===== config.mk =====
export PLATFORM = sky130hd
export DESIGN_NAME = lufb_front
export DESIGN_NICKNAME = d
export VERILOG_FILES = /design/src/rtl/lufb_pkg.sv /design/src/rtl/lufb_front.sv
export SDC_FILE = /design/constraint.sdc
export NUM_CORES = 1
export LEC_CHECK = 0
export BUFFER_PORTS_ARGS = -buffer_cell sky130_fd_sc_hd__buf_2
export CAP_MARGIN = 25
export CORE_ASPECT_RATIO = 0.9
export CORE_MARGIN = 5
export CORE_UTILIZATION = 53
export DETAILED_ROUTE_END_ITERATION = 10
export GPL_TIMING_DRIVEN = 0
export PLACE_DENSITY = 0.78
export SKIP_LAST_GASP = 1
export SLEW_MARGIN = 10
export SYNTH_ARGS = -nofsm -noshare
export SYNTH_HDL_FRONTEND = slang
export SYNTH_SLANG_ARGS = --single-unit

===== constraint.sdc =====
create_clock -name clk -period 2.2 [get_ports clk]
set_clock_uncertainty 0.15 [all_clocks]
set_input_delay 0.22 -clock clk [delete_from_list [all_inputs] [get_ports clk]]
set_output_delay 0.22 -clock clk [all_outputs]
set_load 0.02 [all_outputs]

===== src/rtl/lufb_pkg.sv =====
// Shared types, constants and AES-128 helper functions for the uplink frame builder.
package lufb_pkg;

  localparam int MAX_PAYLOAD = 32;
  localparam int LEN_W = $clog2(MAX_PAYLOAD + 1);
  localparam int ADDR_W = (MAX_PAYLOAD > 1) ? $clog2(MAX_PAYLOAD) : 1;
  localparam int KS_BLOCKS = (MAX_PAYLOAD + 15) / 16;
  localparam int KS_W = 128 * KS_BLOCKS;
  localparam int CTR_W = $clog2(KS_BLOCKS + 1);
  localparam int HDR_BYTES = 9;
  localparam int POS_W = $clog2(16 + HDR_BYTES + MAX_PAYLOAD + 16 + 1);

  localparam logic [7:0] MHDR_UNCONF_UP = 8'h40;
  localparam logic [7:0] B0_TAG = 8'h49;
  localparam logic [7:0] A_TAG = 8'h01;
  localparam logic [7:0] CMAC_PAD = 8'h80;
  localparam logic [127:0] CMAC_RB = 128'h87;

  localparam logic [2:0] CFG_DEV_ADDRESS = 3'd0;
  localparam logic [2:0] CFG_NWK_HIGH = 3'd1;
  localparam logic [2:0] CFG_NWK_LOW = 3'd2;
  localparam logic [2:0] CFG_APP_HIGH = 3'd3;
  localparam logic [2:0] CFG_APP_LOW = 3'd4;

  typedef struct packed {
    logic [LEN_W-1:0] len;
    logic             ovf;
    logic [7:0]       port;
    logic [31:0]      fcnt;
  } job_t;

  typedef struct packed {
    logic              en;
    logic [ADDR_W-1:0] addr;
  } pay_rd_t;

  typedef struct packed {
    logic         start;
    logic [127:0] key;
    logic [127:0] blk;
  } aes_req_t;

  localparam logic [7:0] SBOX [256] = '{
    8'h63,8'h7c,8'h77,8'h7b,8'hf2,8'h6b,8'h6f,8'hc5,8'h30,8'h01,8'h67,8'h2b,8'hfe,8'hd7,8'hab,8'h76,
    8'hca,8'h82,8'hc9,8'h7d,8'hfa,8'h59,8'h47,8'hf0,8'had,8'hd4,8'ha2,8'haf,8'h9c,8'ha4,8'h72,8'hc0,
    8'hb7,8'hfd,8'h93,8'h26,8'h36,8'h3f,8'hf7,8'hcc,8'h34,8'ha5,8'he5,8'hf1,8'h71,8'hd8,8'h31,8'h15,
    8'h04,8'hc7,8'h23,8'hc3,8'h18,8'h96,8'h05,8'h9a,8'h07,8'h12,8'h80,8'he2,8'heb,8'h27,8'hb2,8'h75,
    8'h09,8'h83,8'h2c,8'h1a,8'h1b,8'h6e,8'h5a,8'ha0,8'h52,8'h3b,8'hd6,8'hb3,8'h29,8'he3,8'h2f,8'h84,
    8'h53,8'hd1,8'h00,8'hed,8'h20,8'hfc,8'hb1,8'h5b,8'h6a,8'hcb,8'hbe,8'h39,8'h4a,8'h4c,8'h58,8'hcf,
    8'hd0,8'hef,8'haa,8'hfb,8'h43,8'h4d,8'h33,8'h85,8'h45,8'hf9,8'h02,8'h7f,8'h50,8'h3c,8'h9f,8'ha8,
    8'h51,8'ha3,8'h40,8'h8f,8'h92,8'h9d,8'h38,8'hf5,8'hbc,8'hb6,8'hda,8'h21,8'h10,8'hff,8'hf3,8'hd2,
    8'hcd,8'h0c,8'h13,8'hec,8'h5f,8'h97,8'h44,8'h17,8'hc4,8'ha7,8'h7e,8'h3d,8'h64,8'h5d,8'h19,8'h73,
    8'h60,8'h81,8'h4f,8'hdc,8'h22,8'h2a,8'h90,8'h88,8'h46,8'hee,8'hb8,8'h14,8'hde,8'h5e,8'h0b,8'hdb,
    8'he0,8'h32,8'h3a,8'h0a,8'h49,8'h06,8'h24,8'h5c,8'hc2,8'hd3,8'hac,8'h62,8'h91,8'h95,8'he4,8'h79,
    8'he7,8'hc8,8'h37,8'h6d,8'h8d,8'hd5,8'h4e,8'ha9,8'h6c,8'h56,8'hf4,8'hea,8'h65,8'h7a,8'hae,8'h08,
    8'hba,8'h78,8'h25,8'h2e,8'h1c,8'ha6,8'hb4,8'hc6,8'he8,8'hdd,8'h74,8'h1f,8'h4b,8'hbd,8'h8b,8'h8a,
    8'h70,8'h3e,8'hb5,8'h66,8'h48,8'h03,8'hf6,8'h0e,8'h61,8'h35,8'h57,8'hb9,8'h86,8'hc1,8'h1d,8'h9e,
    8'he1,8'hf8,8'h98,8'h11,8'h69,8'hd9,8'h8e,8'h94,8'h9b,8'h1e,8'h87,8'he9,8'hce,8'h55,8'h28,8'hdf,
    8'h8c,8'ha1,8'h89,8'h0d,8'hbf,8'he6,8'h42,8'h68,8'h41,8'h99,8'h2d,8'h0f,8'hb0,8'h54,8'hbb,8'h16
  };

  function automatic logic [7:0] xt(input logic [7:0] a);
    return {a[6:0], 1'b0} ^ (a[7] ? 8'h1b : 8'h00);
  endfunction

  // One AES round without the round key; byte 0 sits in the top bits.
  function automatic logic [127:0] aes_round(input logic [127:0] s, input logic last);
    logic [7:0] t [16];
    logic [7:0] a0, a1, a2, a3, all;
    logic [127:0] r;
    for (int c = 0; c < 4; c++) begin
      for (int i = 0; i < 4; i++) begin
        t[c*4+i] = SBOX[s[127-8*((((c+i)%4)*4)+i) -: 8]];
      end
    end
    if (!last) begin
      for (int c = 0; c < 4; c++) begin
        a0 = t[c*4]; a1 = t[c*4+1]; a2 = t[c*4+2]; a3 = t[c*4+3];
        all = a0 ^ a1 ^ a2 ^ a3;
        t[c*4]   = a0 ^ all ^ xt(a0 ^ a1);
        t[c*4+1] = a1 ^ all ^ xt(a1 ^ a2);
        t[c*4+2] = a2 ^ all ^ xt(a2 ^ a3);
        t[c*4+3] = a3 ^ all ^ xt(a3 ^ a0);
      end
    end
    for (int i = 0; i < 16; i++) begin
      r[127-8*i -: 8] = t[i];
    end
    return r;
  endfunction

  function automatic logic [127:0] key_step(input logic [127:0] rk, input logic [7:0] rcon);
    logic [31:0] t, w0, w1, w2, w3;
    t = {SBOX[rk[23:16]] ^ rcon, SBOX[rk[15:8]], SBOX[rk[7:0]], SBOX[rk[31:24]]};
    w0 = rk[127:96] ^ t;
    w1 = rk[95:64] ^ w0;
    w2 = rk[63:32] ^ w1;
    w3 = rk[31:0] ^ w2;
    return {w0, w1, w2, w3};
  endfunction

  function automatic logic [127:0] dbl(input logic [127:0] v);
    return {v[126:0], 1'b0} ^ (v[127] ? CMAC_RB : 128'h0);
  endfunction

endpackage


===== src/rtl/lufb_front.sv =====
// Input front end: collects payload words into the payload memory and queues frame jobs.
module lufb_front (
  input  logic              clk,
  input  logic              rst_n,
  input  logic              in_tvalid,
  output logic              in_tready,
  input  logic [47:0]       in_tdata,
  input  logic              in_tuser,
  input  logic              in_tlast,
  output logic              job_push,
  output lufb_pkg::job_t    job_out,
  input  logic              job_full,
  input  logic              frame_done,
  input  lufb_pkg::pay_rd_t pay_rd,
  output logic [7:0]        pay_data
);
  import lufb_pkg::*;

  logic [7:0]       mem [MAX_PAYLOAD];
  logic [7:0]       rd_data_r;
  logic [LEN_W-1:0] len_r, len_nxt;
  logic             ovf_r, ovf_nxt;
  logic             hold_r;
  logic             acc, room;

  assign in_tready = !hold_r && !job_full;
  assign acc = in_tvalid && in_tready;
  assign room = (len_r < LEN_W'(MAX_PAYLOAD));
  assign pay_data = rd_data_r;

  always_comb begin
    len_nxt = len_r;
    ovf_nxt = ovf_r;
    if (in_tuser) begin
      if (room) begin
        len_nxt = len_r + LEN_W'(1);
      end else begin
        ovf_nxt = 1'b1;
      end
    end
  end

  assign job_push = acc && in_tlast;
  assign job_out = '{len: len_nxt, ovf: ovf_nxt, port: in_tdata[15:8], fcnt: in_tdata[47:16]};

  always_ff @(posedge clk) begin
    if (acc && in_tuser && room) begin
      mem[len_r[ADDR_W-1:0]] <= in_tdata[7:0];
    end
    if (pay_rd.en) begin
      rd_data_r <= mem[pay_rd.addr];
    end
  end

  always_ff @(posedge clk) begin
    if (!rst_n) begin
      len_r <= '0;
      ovf_r <= 1'b0;
      hold_r <= 1'b0;
    end else begin
      if (acc) begin
        if (in_tlast) begin
          len_r <= '0;
          ovf_r <= 1'b0;
          hold_r <= 1'b1;
        end else begin
          len_r <= len_nxt;
          ovf_r <= ovf_nxt;
        end
      end else if (frame_done) begin
        hold_r <= 1'b0;
      end
    end
  end
endmodule


## Yosys cells after proc, flatten, opt, wreduce, memory -nomap -nowiden

Memories as Yosys holds them, arrays and structs flattened. A register that Yosys moved wholly into a read port is not among the register bits.
Index checks and enable logic that the tools add are counted.

| storage, ports and cells | value |
|---|---|
| register bits | 8 |
| bits in writable memories | 256 |
| bits of input ports | 61 |
| word-level logic and storage cells | 27 |
| memories | 1 |

| operators by class | value |
|---|---|
| add/sub/neg operators | 1 |
| order comparisons | 1 |
| equality and inequality tests | 1 |
| mux-type cells | 11 |
| reductions and logical operators | 9 |

Memories:

| memory | words | bits a word | rd ports | clocked after memory_dff | wr ports | RTL line | text |
|---|---|---|---|---|---|---|---|
| mem | 32 | 8 | 1 | 1 | 1 | lufb_front.sv:19 | `logic [7:0] mem [MAX_PAYLOAD];` |

Operators with widths:

| operator | count |
|---|---|
| 6-bit two-way mux | 3 |
| 1-bit two-way mux | 8 |
| 6-bit by 1-bit adder with 6-bit output (second input constant) | 1 |
| 6-bit < comparator (second input constant) | 1 |
| 1-bit logical AND | 5 |
| 1-bit logical NOT | 2 |
| 2-bit inequality test (second input constant) | 1 |
| 2-bit AND reduction | 1 |
| 2-bit nonzero test | 1 |

## Logic depth before layout (Yosys ltp)

| logic depth | value |
|---|---|
| depth in word-level cells | 7 |
| depth in mapped cells | 5 |

## Least setup slack after synthesis

OpenSTA, ideal clock, no wires.

| path | value |
|---|---|
| path kind | in2reg |
| start | input port pay_rd[2] in the netlist's numbering |
| end | register rd_data_r[0] (netlist: pay_data[0]) (read register of mem) (data pin) |
| library setup time | 260 ps |
| data arrival time | 1945 ps |
| data required time | 1790 ps |
| slack | -154 ps |
| cell stages on the path | 5 |
| path buffers | 2 |
| cell sequence | clkbuf_1 clkbuf_1 mux4_2 mux4_2 mux2_2 |

RTL lines:

| item | RTL line | text |
|---|---|---|
| start: declaration | lufb_front.sv:14 | `input lufb_pkg::pay_rd_t pay_rd,` |
| end: declaration | lufb_front.sv:20 | `logic [7:0] rd_data_r;` |

==> reports/metrics.csv <==
metric;value;unit
initial antenna violation count;0;
status;finished, final reports clean;
Comb pwr share;6.0;%
Final setup viols;0;
Initial Util;54.3;%
hold slack;85.4;ps
Period minus WS final;2180;ps
Finished Cell Area;13400;sq um
Clk Latency, worst-skew pair;530;ps
Tcrit/Tclk final;99.0;%
clock slew at reported path FFs;60;ps
CTS buffer count;27;
Netlist cell types;34;
register area;8100;sq um
Async S/R FF share, synth;0;%
Worst setup SP type;flop;
Post-synth EDFFs;264;
CP top delay family;multiplexers;
DRT Wirelength;26600;um
Initial DRT Pass Iterations;5;
Die Ht;146;um
sequence of cells on the critical path;mux4_2 -> mux4_2 -> mux2_2;
fraction of layout cells with a size suffix above 1;49.4;%
first-pass GRT wire length;39800;um
Worst Path Arrival;2300;ps
most frequent cells in the layout;edfxtp_1, mux4_2, buf_2;
mapped cell area;10900;sq um
worst hold path class;in -> reg;
Clk pwr share;44.0;%
Synth Register Bits;272;
Worst setup EP type;flop;
Synth Warn #;0;
Wirelength per Cell;28.5;um
endpoints failing hold;0;
number of remaining DRC errors;0;
Initial DRC Count;663;
Worst-Margin Slew;862;ps
FILL cells;1241;
DPL Wire Length;14900;um
CTS tree;built;
sequential share of power;50.0;%
gr ovfl total;0;
GPL Wtd Cong;0.832;
clock sink total;272;
Critical Path RT;2320;ps
switching share of total power;20.5;%
via count;5781;
core area;20200;sq um
VDD IR max;0.451;mV
std cell rows;49;
Post-Syn Nets;589;
CTS Root Buffer Type;clkbuf_16;
Leakage;4.49;nW
register area share after synthesis;73.9;%
unrepaired setup endpoints after global routing;true;
Longest Clk Path Bufs;3;
number of global-route vias before repair;6088;
ANT cells;0;
Rel. slew slack;42.5;%
DIE AREA;23600;sq um
routed vias/inst;6.21;
Fmax;0.459;GHz
Die W;161;um
largest net degree at the start of global routing;33;
synth top area cells;edfxtp_1, mux4_2, buf_4;
Cell Pwr Density;853;nW/um^2
crit path max fanout;1;
fin nets;722;
cell taking the most area after synthesis;edfxtp_1;
Antenna Violating Nets Remaining;0;
CP bufs+invs;0;
P_int;9.07;mW
area grow syn2layout;22.2;%
top cell type's share of synthesized area;72.4;%
area of the multi-input gates;2730;sq um
CP max stage delay;550;ps
net switching power;2.34;mW
Final Max Slew Viols;0;
placed inst area;11600;sq um
WS Path Type;reg -> reg;
commonest non-fill, non-tap cell in the layout;edfxtp_1;
PortBufs;72;
H-tree Lvls;1;
Synth Instances;523;
io pins;118;
Synth Flop Type;edfxtp_1;
most used cell, CP;mux4_2;
Avg Synthesized Cell Area;20.9;sq um
GRT Total Usage;22.8;%
max cap viols;0;
critical path's slowest cell;mux4_2;
[through the flow]
stage / std cells / setup WS, ps / utilization (%) / TNS [ps] / power, mW
6_report: 931 / 21.3 / 66.3 / 0 / 11.4
5_1_grt: 931 / -56.4 / 66.3 / -58.2 / 11.7
4_1_cts: 931 / 5.30 / 66.2 / 0 / 11.4
3_5_place_dp: 850 / -613 / 57.7 / -118060 / 6.46
3_3_place_gp: 850 / -501 / 57.7 / -104270 / 6.44
2_1_floorplan: 523 / -25.1 / - / -3600 / 6.22
[state kept, by name, indices dropped and copies added, names as in the netlist]
| name | count |
|---|---|
| hold_r | 1 |
| len_r | 6 |
| mem | 256 |
| ovf_r | 1 |
| pay_data | 8 |
[cell families after synthesis]
group | Yosys count | synth area share, %
AOI/OAI and AO/OA | 15 | 0.960
DFF | 272 | 73.9
and+or+nand+nor | 71 | 2.98
xor gates and xnor gates | 2 | 0.160
muxes | 89 | 17.4
adders and majority gates | 5 | 0.571
buffers and inverters | 69 | 4.06
[repair_timing]
action | in CTS | in global routing
hold buffers | 8 | 0
endpoints found under the setup margin | 260 | 147
gates resized for setup | 81 | 7
cloned | 0 | 0
setup buffers | 27 | 0
endpoints found under the hold margin | 16 | 0
pin swaps | 24 | 1
[final cells by class]
| class | count | share of cell area, % |
|---|---|---|
| Clock buffer | 30 | 5.14 |
| Buffer | 61 | 3.25 |
| Clock inverter | 19 | 2.10 |
| Multi-Input combinational cell | 182 | 20.4 |
| Tap cell | 255 | 2.39 |
| Sequential cell | 272 | 60.5 |
| Inverter | 5 | 0.140 |
| Timing Repair Buffer | 107 | 6.04 |
[path summary, 6_finish.rpt]
path,start,slack (ps),depth (start not counted),endpoint
worst max-delay path,mem[31][6],20,3,pay_data[6]
worst min-delay path,in_tvalid,90,4,ovf_r
worst max register to register,mem[31][6],20,3,pay_data[6]
worst min register to register,ovf_r,350,2,ovf_r
[cell usage after synthesis, types with 2 or more instances]
cell,instances
a21boi_0,3
a22oi_1,2
and2_1,3
buf_1,6
buf_4,47
clkbuf_1,9
dfxtp_1,8
edfxtp_1,264
ha_1,5
inv_1,5
mux2_2,9
mux4_2,80
nand2_1,10
nand2b_1,2
nand3_1,7
nor2_1,34
nor2b_1,4
nor3_1,3
o21a_1,2
o21ai_0,3
or2_2,2
or3_1,2
xnor2_1,2
[tightest hold or removal path, cell delays in order]
cell,delay (ps)
buf_2,100
nor3b_2,170
a31oi_1,160
nor2_1,50
[per-layer routing]
layer / track usage [%] / up-vias / part of all wire [%]
li1: - / 2362 / -
met1: 30.9 / 2960 / 36
met4: 7.55 / 0 / 3.2
met5: 0 / - / 0
met3: 4.93 / 62 / 10
met2: 37.2 / 397 / 50
[power groups by stage]
stage                     Combinational, mW  Clock [mW]  Sequential (mW)
after global routing                  0.723        5.31             5.70
after floorplan                       0.381           0             5.84
final                                 0.686        5.02             5.71
after detailed placement              0.642           0             5.82
after global placement                0.622           0             5.82
after CTS                             0.676        5.01             5.71
No activity file was read; power rests on OpenSTA's default activity.
