File: config.mk
export PLATFORM = sky130hd
export DESIGN_NAME = lufb_jobq
export DESIGN_NICKNAME = d
export VERILOG_FILES = /design/src/rtl/lufb_pkg.sv /design/src/rtl/lufb_jobq.sv
export SDC_FILE = /design/constraint.sdc
export NUM_CORES = 1
export LEC_CHECK = 0
export BUFFER_PORTS_ARGS = -buffer_cell sky130_fd_sc_hd__buf_2
export CAP_MARGIN = 20
export CORE_MARGIN = 5
export CORE_UTILIZATION = 50
export CTS_BUF_LIST = sky130_fd_sc_hd__clkbuf_16
export CTS_CLUSTER_SIZE = 24
export DETAILED_ROUTE_END_ITERATION = 8
export PLACE_DENSITY_LB_ADDON = 0.08
export SLEW_MARGIN = 20
export SYNTH_ARGS = -nofsm -noshare
export SYNTH_HDL_FRONTEND = slang
export SYNTH_SLANG_ARGS = --single-unit
File: constraint.sdc
create_clock -name clk -period 5 [get_ports clk]
set_clock_uncertainty 0.05 [all_clocks]
set_input_delay 0.25 -clock clk [delete_from_list [all_inputs] [get_ports clk]]
set_output_delay 0.25 -clock clk [all_outputs]
set_load 0.01 [all_outputs]
File: src/rtl/lufb_pkg.sv
// Shared types, constants and AES-128 helper functions for the uplink frame builder.
package lufb_pkg;

  localparam int MAX_PAYLOAD = 32;
  localparam int LEN_W = $clog2(MAX_PAYLOAD + 1);
  localparam int ADDR_W = (MAX_PAYLOAD > 1) ? $clog2(MAX_PAYLOAD) : 1;
  localparam int KS_BLOCKS = (MAX_PAYLOAD + 15) / 16;
  localparam int KS_W = 128 * KS_BLOCKS;
  localparam int CTR_W = $clog2(KS_BLOCKS + 1);
  localparam int HDR_BYTES = 9;
  localparam int POS_W = $clog2(16 + HDR_BYTES + MAX_PAYLOAD + 16 + 1);

  localparam logic [7:0] MHDR_UNCONF_UP = 8'h40;
  localparam logic [7:0] B0_TAG = 8'h49;
  localparam logic [7:0] A_TAG = 8'h01;
  localparam logic [7:0] CMAC_PAD = 8'h80;
  localparam logic [127:0] CMAC_RB = 128'h87;

  localparam logic [2:0] CFG_DEV_ADDRESS = 3'd0;
  localparam logic [2:0] CFG_NWK_HIGH = 3'd1;
  localparam logic [2:0] CFG_NWK_LOW = 3'd2;
  localparam logic [2:0] CFG_APP_HIGH = 3'd3;
  localparam logic [2:0] CFG_APP_LOW = 3'd4;

  typedef struct packed {
    logic [LEN_W-1:0] len;
    logic             ovf;
    logic [7:0]       port;
    logic [31:0]      fcnt;
  } job_t;

  typedef struct packed {
    logic              en;
    logic [ADDR_W-1:0] addr;
  } pay_rd_t;

  typedef struct packed {
    logic         start;
    logic [127:0] key;
    logic [127:0] blk;
  } aes_req_t;

  localparam logic [7:0] SBOX [256] = '{
    8'h63,8'h7c,8'h77,8'h7b,8'hf2,8'h6b,8'h6f,8'hc5,8'h30,8'h01,8'h67,8'h2b,8'hfe,8'hd7,8'hab,8'h76,
    8'hca,8'h82,8'hc9,8'h7d,8'hfa,8'h59,8'h47,8'hf0,8'had,8'hd4,8'ha2,8'haf,8'h9c,8'ha4,8'h72,8'hc0,
    8'hb7,8'hfd,8'h93,8'h26,8'h36,8'h3f,8'hf7,8'hcc,8'h34,8'ha5,8'he5,8'hf1,8'h71,8'hd8,8'h31,8'h15,
    8'h04,8'hc7,8'h23,8'hc3,8'h18,8'h96,8'h05,8'h9a,8'h07,8'h12,8'h80,8'he2,8'heb,8'h27,8'hb2,8'h75,
    8'h09,8'h83,8'h2c,8'h1a,8'h1b,8'h6e,8'h5a,8'ha0,8'h52,8'h3b,8'hd6,8'hb3,8'h29,8'he3,8'h2f,8'h84,
    8'h53,8'hd1,8'h00,8'hed,8'h20,8'hfc,8'hb1,8'h5b,8'h6a,8'hcb,8'hbe,8'h39,8'h4a,8'h4c,8'h58,8'hcf,
    8'hd0,8'hef,8'haa,8'hfb,8'h43,8'h4d,8'h33,8'h85,8'h45,8'hf9,8'h02,8'h7f,8'h50,8'h3c,8'h9f,8'ha8,
    8'h51,8'ha3,8'h40,8'h8f,8'h92,8'h9d,8'h38,8'hf5,8'hbc,8'hb6,8'hda,8'h21,8'h10,8'hff,8'hf3,8'hd2,
    8'hcd,8'h0c,8'h13,8'hec,8'h5f,8'h97,8'h44,8'h17,8'hc4,8'ha7,8'h7e,8'h3d,8'h64,8'h5d,8'h19,8'h73,
    8'h60,8'h81,8'h4f,8'hdc,8'h22,8'h2a,8'h90,8'h88,8'h46,8'hee,8'hb8,8'h14,8'hde,8'h5e,8'h0b,8'hdb,
    8'he0,8'h32,8'h3a,8'h0a,8'h49,8'h06,8'h24,8'h5c,8'hc2,8'hd3,8'hac,8'h62,8'h91,8'h95,8'he4,8'h79,
    8'he7,8'hc8,8'h37,8'h6d,8'h8d,8'hd5,8'h4e,8'ha9,8'h6c,8'h56,8'hf4,8'hea,8'h65,8'h7a,8'hae,8'h08,
    8'hba,8'h78,8'h25,8'h2e,8'h1c,8'ha6,8'hb4,8'hc6,8'he8,8'hdd,8'h74,8'h1f,8'h4b,8'hbd,8'h8b,8'h8a,
    8'h70,8'h3e,8'hb5,8'h66,8'h48,8'h03,8'hf6,8'h0e,8'h61,8'h35,8'h57,8'hb9,8'h86,8'hc1,8'h1d,8'h9e,
    8'he1,8'hf8,8'h98,8'h11,8'h69,8'hd9,8'h8e,8'h94,8'h9b,8'h1e,8'h87,8'he9,8'hce,8'h55,8'h28,8'hdf,
    8'h8c,8'ha1,8'h89,8'h0d,8'hbf,8'he6,8'h42,8'h68,8'h41,8'h99,8'h2d,8'h0f,8'hb0,8'h54,8'hbb,8'h16
  };

  function automatic logic [7:0] xt(input logic [7:0] a);
    return {a[6:0], 1'b0} ^ (a[7] ? 8'h1b : 8'h00);
  endfunction

  // One AES round without the round key; byte 0 sits in the top bits.
  function automatic logic [127:0] aes_round(input logic [127:0] s, input logic last);
    logic [7:0] t [16];
    logic [7:0] a0, a1, a2, a3, all;
    logic [127:0] r;
    for (int c = 0; c < 4; c++) begin
      for (int i = 0; i < 4; i++) begin
        t[c*4+i] = SBOX[s[127-8*((((c+i)%4)*4)+i) -: 8]];
      end
    end
    if (!last) begin
      for (int c = 0; c < 4; c++) begin
        a0 = t[c*4]; a1 = t[c*4+1]; a2 = t[c*4+2]; a3 = t[c*4+3];
        all = a0 ^ a1 ^ a2 ^ a3;
        t[c*4]   = a0 ^ all ^ xt(a0 ^ a1);
        t[c*4+1] = a1 ^ all ^ xt(a1 ^ a2);
        t[c*4+2] = a2 ^ all ^ xt(a2 ^ a3);
        t[c*4+3] = a3 ^ all ^ xt(a3 ^ a0);
      end
    end
    for (int i = 0; i < 16; i++) begin
      r[127-8*i -: 8] = t[i];
    end
    return r;
  endfunction

  function automatic logic [127:0] key_step(input logic [127:0] rk, input logic [7:0] rcon);
    logic [31:0] t, w0, w1, w2, w3;
    t = {SBOX[rk[23:16]] ^ rcon, SBOX[rk[15:8]], SBOX[rk[7:0]], SBOX[rk[31:24]]};
    w0 = rk[127:96] ^ t;
    w1 = rk[95:64] ^ w0;
    w2 = rk[63:32] ^ w1;
    w3 = rk[31:0] ^ w2;
    return {w0, w1, w2, w3};
  endfunction

  function automatic logic [127:0] dbl(input logic [127:0] v);
    return {v[126:0], 1'b0} ^ (v[127] ? CMAC_RB : 128'h0);
  endfunction

endpackage

File: src/rtl/lufb_jobq.sv
// Two-entry queue of frame jobs between the front end and the frame engine.
module lufb_jobq (
  input  logic          clk,
  input  logic          rst_n,
  input  logic          push,
  input  lufb_pkg::job_t push_job,
  input  logic          pop,
  output lufb_pkg::job_t head,
  output logic          full,
  output logic          empty
);
  import lufb_pkg::*;

  job_t       slot_r [2];
  logic       wr_ptr_r, rd_ptr_r;
  logic [1:0] count_r;

  assign head = slot_r[rd_ptr_r];
  assign full = (count_r == 2'd2);
  assign empty = (count_r == 2'd0);

  always_ff @(posedge clk) begin
    if (push && !full) begin
      slot_r[wr_ptr_r] <= push_job;
    end
  end

  always_ff @(posedge clk) begin
    if (!rst_n) begin
      wr_ptr_r <= 1'b0;
      rd_ptr_r <= 1'b0;
      count_r <= 2'd0;
    end else begin
      if (push && !full) begin
        wr_ptr_r <= ~wr_ptr_r;
      end
      if (pop && !empty) begin
        rd_ptr_r <= ~rd_ptr_r;
      end
      count_r <= count_r + 2'((push && !full) ? 1 : 0) - 2'((pop && !empty) ? 1 : 0);
    end
  end
endmodule

; Word level (Yosys, flattened, before mapping)
; Memories as Yosys holds them, arrays and structs flattened. A register that Yosys moved wholly into a read port is not among the register bits.
; Cells that the tools add are included.
[totals]
register_bits = 4
mem_bits_rw = 94
mem_count = 1
wordCells = 20
in_bits = 51
out_inout_bits = 49
[classes]
mux = 6
n_eq_ne = 1
bitwise = 2
n_reduce_logical = 5
addsub = 2
[mem_list]
columns = name, depth, width, read_ports, rd_ports_with_merged_regs, write_ports, line
row1 = slot_r, 2, 47, 1, 1, 1, lufb_jobq.sv:14  ; job_t slot_r [2];
[ops]
columns = cell, n
row1 = $mux 1, 6
row2 = $add 2x1->2, 1
row3 = $eq 2x2->1 const B, 1
row4 = $logic_and 1x1->1, 2
row5 = $logic_not 1->1, 2
row6 = $logic_not 2->1, 1
row7 = $not 1->1, 2
row8 = $sub 2x1->2, 1

; Longest topological paths before layout
; Gate-level depths: netlist of the first run.
[depth]
depth_word = 6
depth_mapped = 8
mapped_depth_nobuf = 8

; Least setup slack after synthesis of the first run
; OpenSTA, ideal clock, no wires.
[synth_path]
path_kind = flip-flop to flip-flop
startpoint = reg count_r[0]
endpoint = mem slot_r[0][0] (netlist bit) (enable)
setup_ps = 452
period_less_slack_ps = 3065
required_ps = 4498
arrival_time_ps = 2563
path_slack_ps = 1935
stages_incl_launch_ff = 4
path_buffers = 0
path_cell_list = dfxtp_1 > nand2b_1 > nand2_1 > nor2_1
[synth_via]
elab_chain_len = 5
[synth_lines]
columns = item, line
row1 = "start, declared", lufb_jobq.sv:16  ; logic [1:0] count_r;
row2 = "start signal, assigned", lufb_jobq.sv:40  ; count_r <= count_r + 2'((push && !full) ? 1 : 0) - 2'((pop && !empty) ? 1 : 0);
row3 = $eq 2x2->1, lufb_jobq.sv:19  ; assign full = (count_r == 2'd2);
row4 = $logic_not 1->1, lufb_jobq.sv:23  ; if (push && !full) begin
row5 = $logic_and 1x1->1, lufb_jobq.sv:23
row6 = $mux 1, lufb_jobq.sv:23
row7 = $mux 1 (implied by the code), lufb_jobq.sv:24  ; slot_r[wr_ptr_r] <= push_job;
row8 = "end, declared", lufb_jobq.sv:14
; Every way passes these cells.

==> metrics.cfg, run 1 <==
[floorplanning]
initial_core_util_pct=51.4
die_y_um=96.6
die_w_um=96.6
top_level_ports=100
dieArea_um2=9330
rows=31
core_um2=7290

[placement]
dp_hpwl_um=4020
finalWeightedCongestion=0.707
numPortBuffers=99

[clocking]
htreeDepth=3
numCtsBuffers=9
postCtsSetupBuffers=0
clock-sinks=99
clk_path_buf_depth=2
clk_pin_slew_ns=0.07
clock_latency_ns=0.32
cts_tree=built
root_buffer=clkbuf_16
cts_resized=0
cts_hold_buf=0

[worst_setup_path]
path_class=reg -> out
cp.arrival_ns=2.14
crit_path_max_incr_delay_ns=0.76
crit_fanout=25
cp.required_ns=4.70
critPathSlowestCell=dfxtp_2
reg2reg_setup_slack_ns=2.92
end_kind=primary output
startpoint_type=flip-flop
crit_chain=buf_4 > mux2_2 > buf_2

[power_and_ir_drop]
p_sw_uw=591
clock_power_share_pct=31.2
leakage_uw=0.00184
intPower_uw=1820
power_density_nw_per_um2=514
pwr-share-seq_pct=45.7
p_sw_share_pct=24.5
combPwrFrac_pct=23.1
ir_worst_vdd_mv=0.258

[synth]
synthCells=171
synth_nets=224
syn_avg_cell_area_um2=21.9
ys_warn_count=0
ys_seq_elements=99
synth_seq_area_share_pct=77.9
synth_area_um2=3750
yosysUniqueCellTypes=17

[sta]
timing.final.max_slew_violations=0
relSlewSlack_pct=55.2
rsz0062_at_grt=false
tns_ns=0
final-hold-violation-count=0
tightest_slew_ns=0.673
timing.fmax_mhz=409
fin_crit_sh_pct=48.9
finalSetupViolCount=0
period_needed_ns=2.44

[route]
drc=0
wl_per_cell_um=15.7
vias_per_cell=4.80
routed_wl_um=6020
ant_nets=0
dr.pass1.iters=4
via_count=1837
drtIter0Drc=93

[final_layout]
diodes=0
area_delta_synth_final_pct=25.0
fin_nets=332
multi_input_area_um2=778
register_area_um2=2920
final_cell_mix=buf_2, edfxtp_1, mux2_4
final_common_cell=buf_2
final_layout_size_suffix_gt1_share_pct=58.1
post-route-util_pct=64.3
fillers=537

[job]
drv_cap=0

[global_routing]
antenna_found_initial=0
grt_pass1_vias=1988
grt-ovfl-total=0
grt_max_degree=28
grt_util_all_layers_pct=13.1
grt_pass1_wl_um=9600

[outcome]
status=finished clean

[hold_path]
hold_path.class=in -> reg

[registers in the layout, summed over array words and instances, names as in the netlist, named ones only]
register,flops
slot_r,94
count_r,2
rd_ptr_r,1
wr_ptr_r,1
[cell families (layout without fill, tap and decap cells)]
| logic type | count (synthesis) | after routing | synth area share (%) |
|---|---|---|---|
| flip-flops | 99 | 99 | 77.9 |
| AND/OR/NAND/NOR | 11 | 11 | 1.57 |
| XOR/XNOR | 3 | 3 | 0.701 |
| multiplexers | 48 | 48 | 17.4 |
| buffers and inverters | 7 | 120 | 1.53 |
| adder cells (fa/ha/maj) | 2 | 2 | 0.667 |
| AO/OA/AOI/OAI | 1 | 1 | 0.200 |
[metrics by stage]
step | std cells | cell area, um^2 | power [uW] | hold slack (ns) | setup WS (ns)
global placement | 367 | 4350 | 1680 | 0.388 | 2.86
finish | 383 | 4690 | 2410 | 0.0550 | 2.56
detailed placement | 367 | 4350 | 1690 | 0.391 | 2.85
global route | 383 | 4690 | 2520 | 0.0474 | 2.44
CTS | 383 | 4690 | 2440 | 0.0446 | 2.50
floorplan | 171 | 3750 | 1500 | 0.299 | 1.93
[area by class of cell]
class / instances / share of cell area [%]
sequential: 99 / 62.4
multi-input combinational: 65 / 16.6
timing repair buffer: 102 / 11.1
clock buffer: 9 / 4.81
tap: 99 / 2.64
clock inverter: 7 / 2.32
inverter: 2 / 0.160
[Yosys cell counts]
cell type | count | area, um^2
and2_1 | 2 | 12.5
o21a_1 | 1 | 7.51
mux2_4 | 30 | 450
and3_1 | 1 | 6.26
dfxtp_1 | 5 | 100
xnor2_1 | 3 | 26.3
buf_6 | 4 | 45.0
nor2b_1 | 2 | 12.5
mux2i_1 | 1 | 10.0
buf_2 | 1 | 5.00
edfxtp_1 | 94 | 2820
nand2b_1 | 2 | 12.5
nand2_1 | 2 | 7.51
inv_1 | 2 | 7.51
nor2_1 | 2 | 7.51
mux2_2 | 17 | 191
ha_1 | 2 | 25.0
[layer usage]
layer	global-route usage, %	part of all wire [%]	up-vias
met2	21.8	51	60
li1	-	-	877
met5	0	0	-
met1	15.4	41	889
met3	4.03	6.1	11
met4	6.16	1.9	0
[power by group through the flow]
stage / sequential, uW / clock (uW) / combinational [uW]
final: 1100 / 752 / 556
after global placement: 1120 / 0 / 565
after CTS: 1100 / 762 / 572
after floorplan: 1090 / 0 / 413
after detailed placement: 1120 / 0 / 569
after global routing: 1110 / 798 / 605
[final timing paths]
check                    start       endpoint  cells after the start
setup reg to reg    count_r[0]  slot_r[0][24]                      4
hold reg to reg       wr_ptr_r       wr_ptr_r                      2
hold / removal    push_job[21]  slot_r[0][21]                      1
setup / recovery     flip-flop       head[12]                      3
[worst max-delay path, delay by kind of cell, from the launching register on]
family,cells,cell delay [ns]
flops,1,0.76
buf+inv,2,0.65
mux,1,0.39
No activity file was read; power rests on OpenSTA's default activity.
==> inputs of run 2 (changes only) <==
==> constraint.sdc (replaced) <==
create_clock -name clk -period 2.3 [get_ports clk]
set_clock_uncertainty 0.05 [all_clocks]
set_input_delay 0.115 -clock clk [delete_from_list [all_inputs] [get_ports clk]]
set_output_delay 0.115 -clock clk [all_outputs]
set_load 0.01 [all_outputs]
==> run 2 against run 1 <==
Critical endpoint is now head[46]. Worst setup slack worse by 2.0 ns. Register-to-register slack worse by 2.4 ns. Largest power group unchanged. Critical path depth unchanged. First-iteration DRC count down 52%. Worst hold slack worse by 0.038 ns. Critical path type unchanged. Global-route usage up 1.5 points. Largest cell class unchanged.
==> metrics.cfg, run 2 (synthesis results as in run 1) <==
[global_routing]
grt-ovfl-total=0  ; unchanged
grt_pass1_wl_um=10700  ; was 9600 um
grt_util_all_layers_pct=14.5  ; was 13.1%
antenna_found_initial=0  ; unchanged
grt_max_degree=31  ; was 28
grt_pass1_vias=2190  ; was 1988

[worst_setup_path]
cp.arrival_ns=1.62  ; was 2.14 ns
startpoint_type=flip-flop  ; unchanged
crit_fanout=30  ; was 25
crit_chain=buf_4 > mux2_2 > buf_2  ; unchanged
end_kind=primary output  ; unchanged
path_class=reg -> out  ; unchanged
cp.required_ns=2.13  ; was 4.70 ns
crit_path_max_incr_delay_ns=0.41  ; was 0.76 ns
critPathSlowestCell=buf_4  ; was dfxtp_2

[clocking]
clock_latency_ns=0.33  ; was 0.32 ns
root_buffer=clkbuf_16  ; unchanged
cts_resized=0  ; unchanged
numCtsBuffers=9  ; unchanged
cts_hold_buf=47  ; was 0
clk_pin_slew_ns=0.06  ; was 0.07 ns
htreeDepth=3  ; unchanged
clk_path_buf_depth=2  ; unchanged
cts_tree=built  ; unchanged
clock-sinks=99  ; unchanged
postCtsSetupBuffers=0  ; unchanged

[power_and_ir_drop]
p_sw_share_pct=26.0  ; was 24.5%
ir_worst_vdd_mv=0.551  ; was 0.258 mV
pwr-share-seq_pct=46.9  ; was 45.7%
p_sw_uw=1300  ; was 591 uW
leakage_uw=0.00201  ; was 0.00184 uW
intPower_uw=3690  ; was 1820 uW
clock_power_share_pct=25.9  ; was 31.2%
power_density_nw_per_um2=976  ; was 514 nW/um^2
combPwrFrac_pct=27.2  ; was 23.1%

[final_layout]
largest_reg_flops=94  ; unchanged
fin_nets=382  ; was 332
final_area_um2=5100  ; was 4690 um^2
top_register=slot_r  ; unchanged
final_common_cell=buf_2  ; unchanged
fillers=529  ; was 537
area_delta_synth_final_pct=36.1  ; was 25.0%
final_cell_mix=buf_2, edfxtp_1, dlygate4sd3_1  ; was buf_2, edfxtp_1, mux2_4
top_regs=slot_r x94, count_r x2  ; unchanged
post-route-util_pct=70.0  ; was 64.3%
diodes=0  ; unchanged
final_layout_size_suffix_gt1_share_pct=50.2  ; was 58.1%

[route]
vias_per_cell=4.69  ; was 4.80
drtIter0Drc=45  ; was 93
dr.pass1.iters=4  ; unchanged
ant_nets=0  ; unchanged
drc=0  ; unchanged
wl_per_cell_um=15.2  ; was 15.7 um
routed_wl_um=6560  ; was 6020 um
via_count=2028  ; was 1837

[placement]
place_area_um2=4370  ; was 4350 um^2
numPortBuffers=99  ; unchanged
dp_hpwl_um=4100  ; was 4020 um
finalWeightedCongestion=0.723  ; was 0.707

[sta]
relSlewSlack_pct=67.7  ; was 55.2%
finalSetupViolCount=0  ; unchanged
tightest_slew_ns=0.484  ; was 0.673 ns
rsz0062_at_grt=false  ; unchanged
final-hold-violation-count=0  ; unchanged
tns_ns=0  ; unchanged
timing.fmax_mhz=559
fin_crit_sh_pct=77.8
timing.final.max_slew_violations=0  ; unchanged
period_needed_ns=1.79

[floorplanning]
dieArea_um2=9330  ; unchanged
die_y_um=96.6  ; unchanged
core_um2=7290  ; unchanged
rows=31  ; unchanged
top_level_ports=100  ; unchanged
initial_core_util_pct=51.4  ; unchanged
die_w_um=96.6  ; unchanged

[outcome]
status=finished clean  ; unchanged

[hold_path]
hold_path.class=in -> reg  ; unchanged

[job]
drv_cap=0  ; unchanged

[run 2: cell types whose count changed in the layout (fill, tap and decap cells not counted), sizes merged]
| cell | change |
|---|---|
| bufinv | -3 |
| buf | +3 |
| clkinv | +2 |
| inv | -1 |
| clkinvlp | +1 |
| dlygate4sd3 | +47 |
[run 2: stage by stage]
stage / hold slack, ns / total power (uW) / setup WS [ns] / std cells
after floorplan: 0.164 / 3260 / 0.0155 / 171
after global placement: 0.252 / 3670 / 0.625 / 370
after detailed placement: 0.256 / 3690 / 0.536 / 370
after CTS: 0.00339 / 5050 / 0.474 / 432
after global routing: 0.0270 / 5240 / 0.396 / 432
final: 0.0171 / 4980 / 0.511 / 432
[run 2: area by class of cell]
cell class              instances  area (um^2)  share of cell area (%)
flip-flops and latches         99         2920                    57.3
repair buffers                152         1010                    19.8
multi-input cells              65          778                    15.2
clock buffers                   9          225                    4.41
well taps                      99          124                    2.43
clock inverters                 6         35.0                   0.686
inverters                       2         7.51                   0.147
[run 2: worst paths after layout]
path	start	end	slack [ns]	cells past startpoint
hold reg to reg	wr_ptr_r	wr_ptr_r	0.48	2
setup reg to reg	count_r[0]	count_r[1]	0.52	8
hold / removal	rst_n	count_r[1]	0.02	2
setup / recovery	flip-flop	head[46]	0.51	3
[run 2: layer usage]
| layer | GRT usage, % | part of all wire (%) |
|---|---|---|
| met1 | 16.7 | 40 |
| met2 | 25.2 | 53 |
| met3 | 3.96 | 5.6 |
| met4 | 6.80 | 1.5 |
| met5 | 0 | 0 |
[run 2: power groups by stage]
stage	clock, uW	sequential, uW	combinational, uW
after floorplan	0	2360	899
after global placement	0	2360	1310
after detailed placement	0	2370	1310
after CTS	1330	2340	1380
after global routing	1410	2360	1470
final	1290	2340	1360
[run 2: critical path: cells and delay by family (launching register included)]
| kind | cells | cell delay (ns) |
|---|---|---|
| multiplexers | 1 | 0.41 |
| flip-flops | 1 | 0.32 |
| buffers and inverters | 2 | 0.55 |
==> inputs of run 3 (changes only) <==
--- a/config.mk
+++ b/config.mk
@@ -8,7 +8,7 @@
 export BUFFER_PORTS_ARGS = -buffer_cell sky130_fd_sc_hd__buf_2
 export CAP_MARGIN = 20
 export CORE_MARGIN = 5
-export CORE_UTILIZATION = 50
+export CORE_UTILIZATION = 47
 export CTS_BUF_LIST = sky130_fd_sc_hd__clkbuf_16
 export CTS_CLUSTER_SIZE = 24
 export DETAILED_ROUTE_END_ITERATION = 8
==> constraint.sdc (replaced) <==
create_clock -name clk -period 1.6 [get_ports clk]
set_clock_uncertainty 0.05 [all_clocks]
set_input_delay 0.08 -clock clk [delete_from_list [all_inputs] [get_ports clk]]
set_output_delay 0.08 -clock clk [all_outputs]
set_load 0.01 [all_outputs]
==> run 3 against run 2 <==
Global-route usage decreased by 0.51 points. Core utilization down 0.71 points. Final cell count up 2.5%. Combinational power grew 67%. Largest power group unchanged. Highest routed layer unchanged.
==> metrics.cfg, run 3 (synthesis results as in run 1) <==
[outcome]
status=finished clean  ; unchanged

[worst_setup_path]
reg2reg_setup_slack_ns=0.01  ; was 0.52 ns
cp.required_ns=1.77  ; was 2.13 ns
worst-r2r-cell-count=7  ; was 8
path_class=reg -> reg  ; was reg -> out
worstReg2RegEnd=count_r[1]  ; unchanged
end_kind=flip-flop  ; was primary output
r2r-start=count_r[0]  ; unchanged
cp.arrival_ns=1.76  ; was 1.62 ns
startpoint_type=flip-flop  ; unchanged
crit_fanout=4  ; was 30

[floorplanning]
die_y_um=99.3  ; was 96.6 um
die_w_um=99.3  ; was 96.6 um
top_level_ports=100  ; unchanged
rows=32  ; was 31
core_um2=7770  ; was 7290 um^2
dieArea_um2=9860  ; was 9330 um^2
initial_core_util_pct=48.3  ; was 51.4%

[hold_path]
hold_path.class=in -> reg  ; unchanged
min_from=push  ; was rst_n
holdPathEnd=wr_ptr_r  ; was count_r[1]
hold_path_depth=4  ; was 2

[sta]
period_needed_ns=1.59
layout_setup_ws_ns=0.0115  ; was 0.511 ns
relSlewSlack_pct=88.1  ; was 67.7%
finalSetupViolCount=0  ; unchanged
tightest_slew_ns=0.177  ; was 0.484 ns
timing.fmax_mhz=630
timing.final.max_slew_violations=0  ; unchanged
final-hold-violation-count=0  ; unchanged
tns_ns=0  ; unchanged
rsz0062_at_grt=true  ; was false
fin_crit_sh_pct=99.3

[final_layout]
final_cell_mix=buf_2, edfxtp_1, dlygate4sd3_1  ; unchanged
top_register=slot_r  ; unchanged
fillers=549  ; was 529
area_delta_synth_final_pct=43.5  ; was 36.1%
largest_reg_flops=94  ; unchanged
fin_nets=389  ; was 382
final_common_cell=buf_2  ; unchanged
fin_cells=443  ; was 432
diodes=0  ; unchanged
top_regs=slot_r x94, count_r x2  ; unchanged
post-route-util_pct=69.3  ; was 70.0%
final_layout_size_suffix_gt1_share_pct=54.0  ; was 50.2%

[power_and_ir_drop]
ir_worst_vdd_mv=0.875  ; was 0.551 mV
power_density_nw_per_um2=1470  ; was 976 nW/um^2
leakage_uw=0.00212  ; was 0.00201 uW
power_uw=7900  ; was 4980 uW

[placement]
pre_cts_ws_ns=-0.0414  ; was 0.536 ns
dp_hpwl_um=4160  ; was 4100 um
dp.cells=376  ; was 370
finalWeightedCongestion=0.664  ; was 0.723
numPortBuffers=99  ; unchanged

[route]
drtIter0Drc=69  ; was 45
dr.pass1.iters=4  ; unchanged
ant_nets=0  ; unchanged
wl_per_cell_um=15.3  ; was 15.2 um
via_count=2038  ; was 2028
vias_per_cell=4.60  ; was 4.69
routed_wl_um=6780  ; was 6560 um
drc=0  ; unchanged

[global_routing]
grt-ovfl-total=0  ; unchanged
grt_pass1_wl_um=10500  ; was 10700 um
grt_util_all_layers_pct=14.0  ; was 14.5%
antenna_found_initial=0  ; unchanged
grt_max_degree=28  ; was 31
grt_pass1_vias=2203  ; was 2190

[clocking]
clk_path_buf_depth=2  ; unchanged
htreeDepth=3  ; unchanged
clock_latency_ns=0.32  ; was 0.33 ns
clock-sinks=99  ; unchanged
cts_tree=built  ; unchanged
numCtsBuffers=9  ; unchanged
clk_pin_slew_ns=0.06  ; about the same
root_buffer=clkbuf_16  ; unchanged

[job]
drv_cap=0  ; unchanged

## run 3: changes by cell type in the layout (fill, tap and decap cells not counted), sizes merged
cell,previous run,this run
clkinvlp,2,0
clkinv,3,4
dlygate4sd3,47,48
bufinv,0,2
clkbuf,9,10
buf,105,110
## run 3: where the power goes
part           internal (uW)  switching (uW)  total (uW)  leakage [uW]
clock                   1370             865        2230      0.000157
sequential              3270             125        3390      0.000921
combinational           1260            1010        2270       0.00105
total                   5900            2000        7900       0.00212
## run 3: per-stage QoR
step / cell area (um^2) / hold slack (ns)
floorplan: 3770 / 0.129
global placement: 4490 / 0.218
detailed placement: 4490 / 0.222
CTS: 5300 / 0.112
global route: 5380 / 0.142
finish: 5380 / 0.146
## run 3: final cells by class
type | count | area [um^2] | area share, %
Multi-Input combinational cell | 65 | 841 | 15.6
Timing Repair Buffer | 159 | 1160 | 21.5
Tap cell | 102 | 128 | 2.37
Sequential cell | 99 | 2930 | 54.5
Clock buffer | 9 | 225 | 4.18
Clock inverter | 7 | 91.3 | 1.70
Inverter | 2 | 7.51 | 0.139
## run 3: critical path: stages, from the launching register on
cell,delay (ns)
dfxtp_4,0.36
o21a_1,0.21
ha_4,0.28
inv_2,0.04
ha_4,0.15
xnor2_2,0.13
xnor2_1,0.12
and2_1,0.13
## run 3: worst max path at each step
stage / start / to / slack, ns / depth (start not counted)
after floorplan: count_r[0] / slot_r[0][0] / -0.1 / 3
after global placement: count_r[1] / count_r[1] / 0.04 / 7
after detailed placement: count_r[1] / count_r[1] / -0.04 / 7
after CTS: count_r[0] / count_r[1] / 0.004 / 7
after global routing: count_r[0] / count_r[1] / -0.05 / 7
final: count_r[0] / count_r[1] / 0.01 / 7
## run 3: repair_timing
item	4_1_cts	5_1_grt
pin swaps	1	5
cloned	0	1
resized for setup	4	8
hold buffers	48	0
endpoints found under the hold margin	98	0
endpoints found under the setup margin	4	12
buffers inserted	0	2
## run 3: metal layers
metal | up-vias | routed length, um | GRT usage, %
met5 | - | 0 | 0
met1 | 985 | 2880 | 16.8
li1 | 993 | - | -
met2 | 56 | 3500 | 24.1
met4 | 0 | 59 | 6.51
met3 | 4 | 332 | 3.16
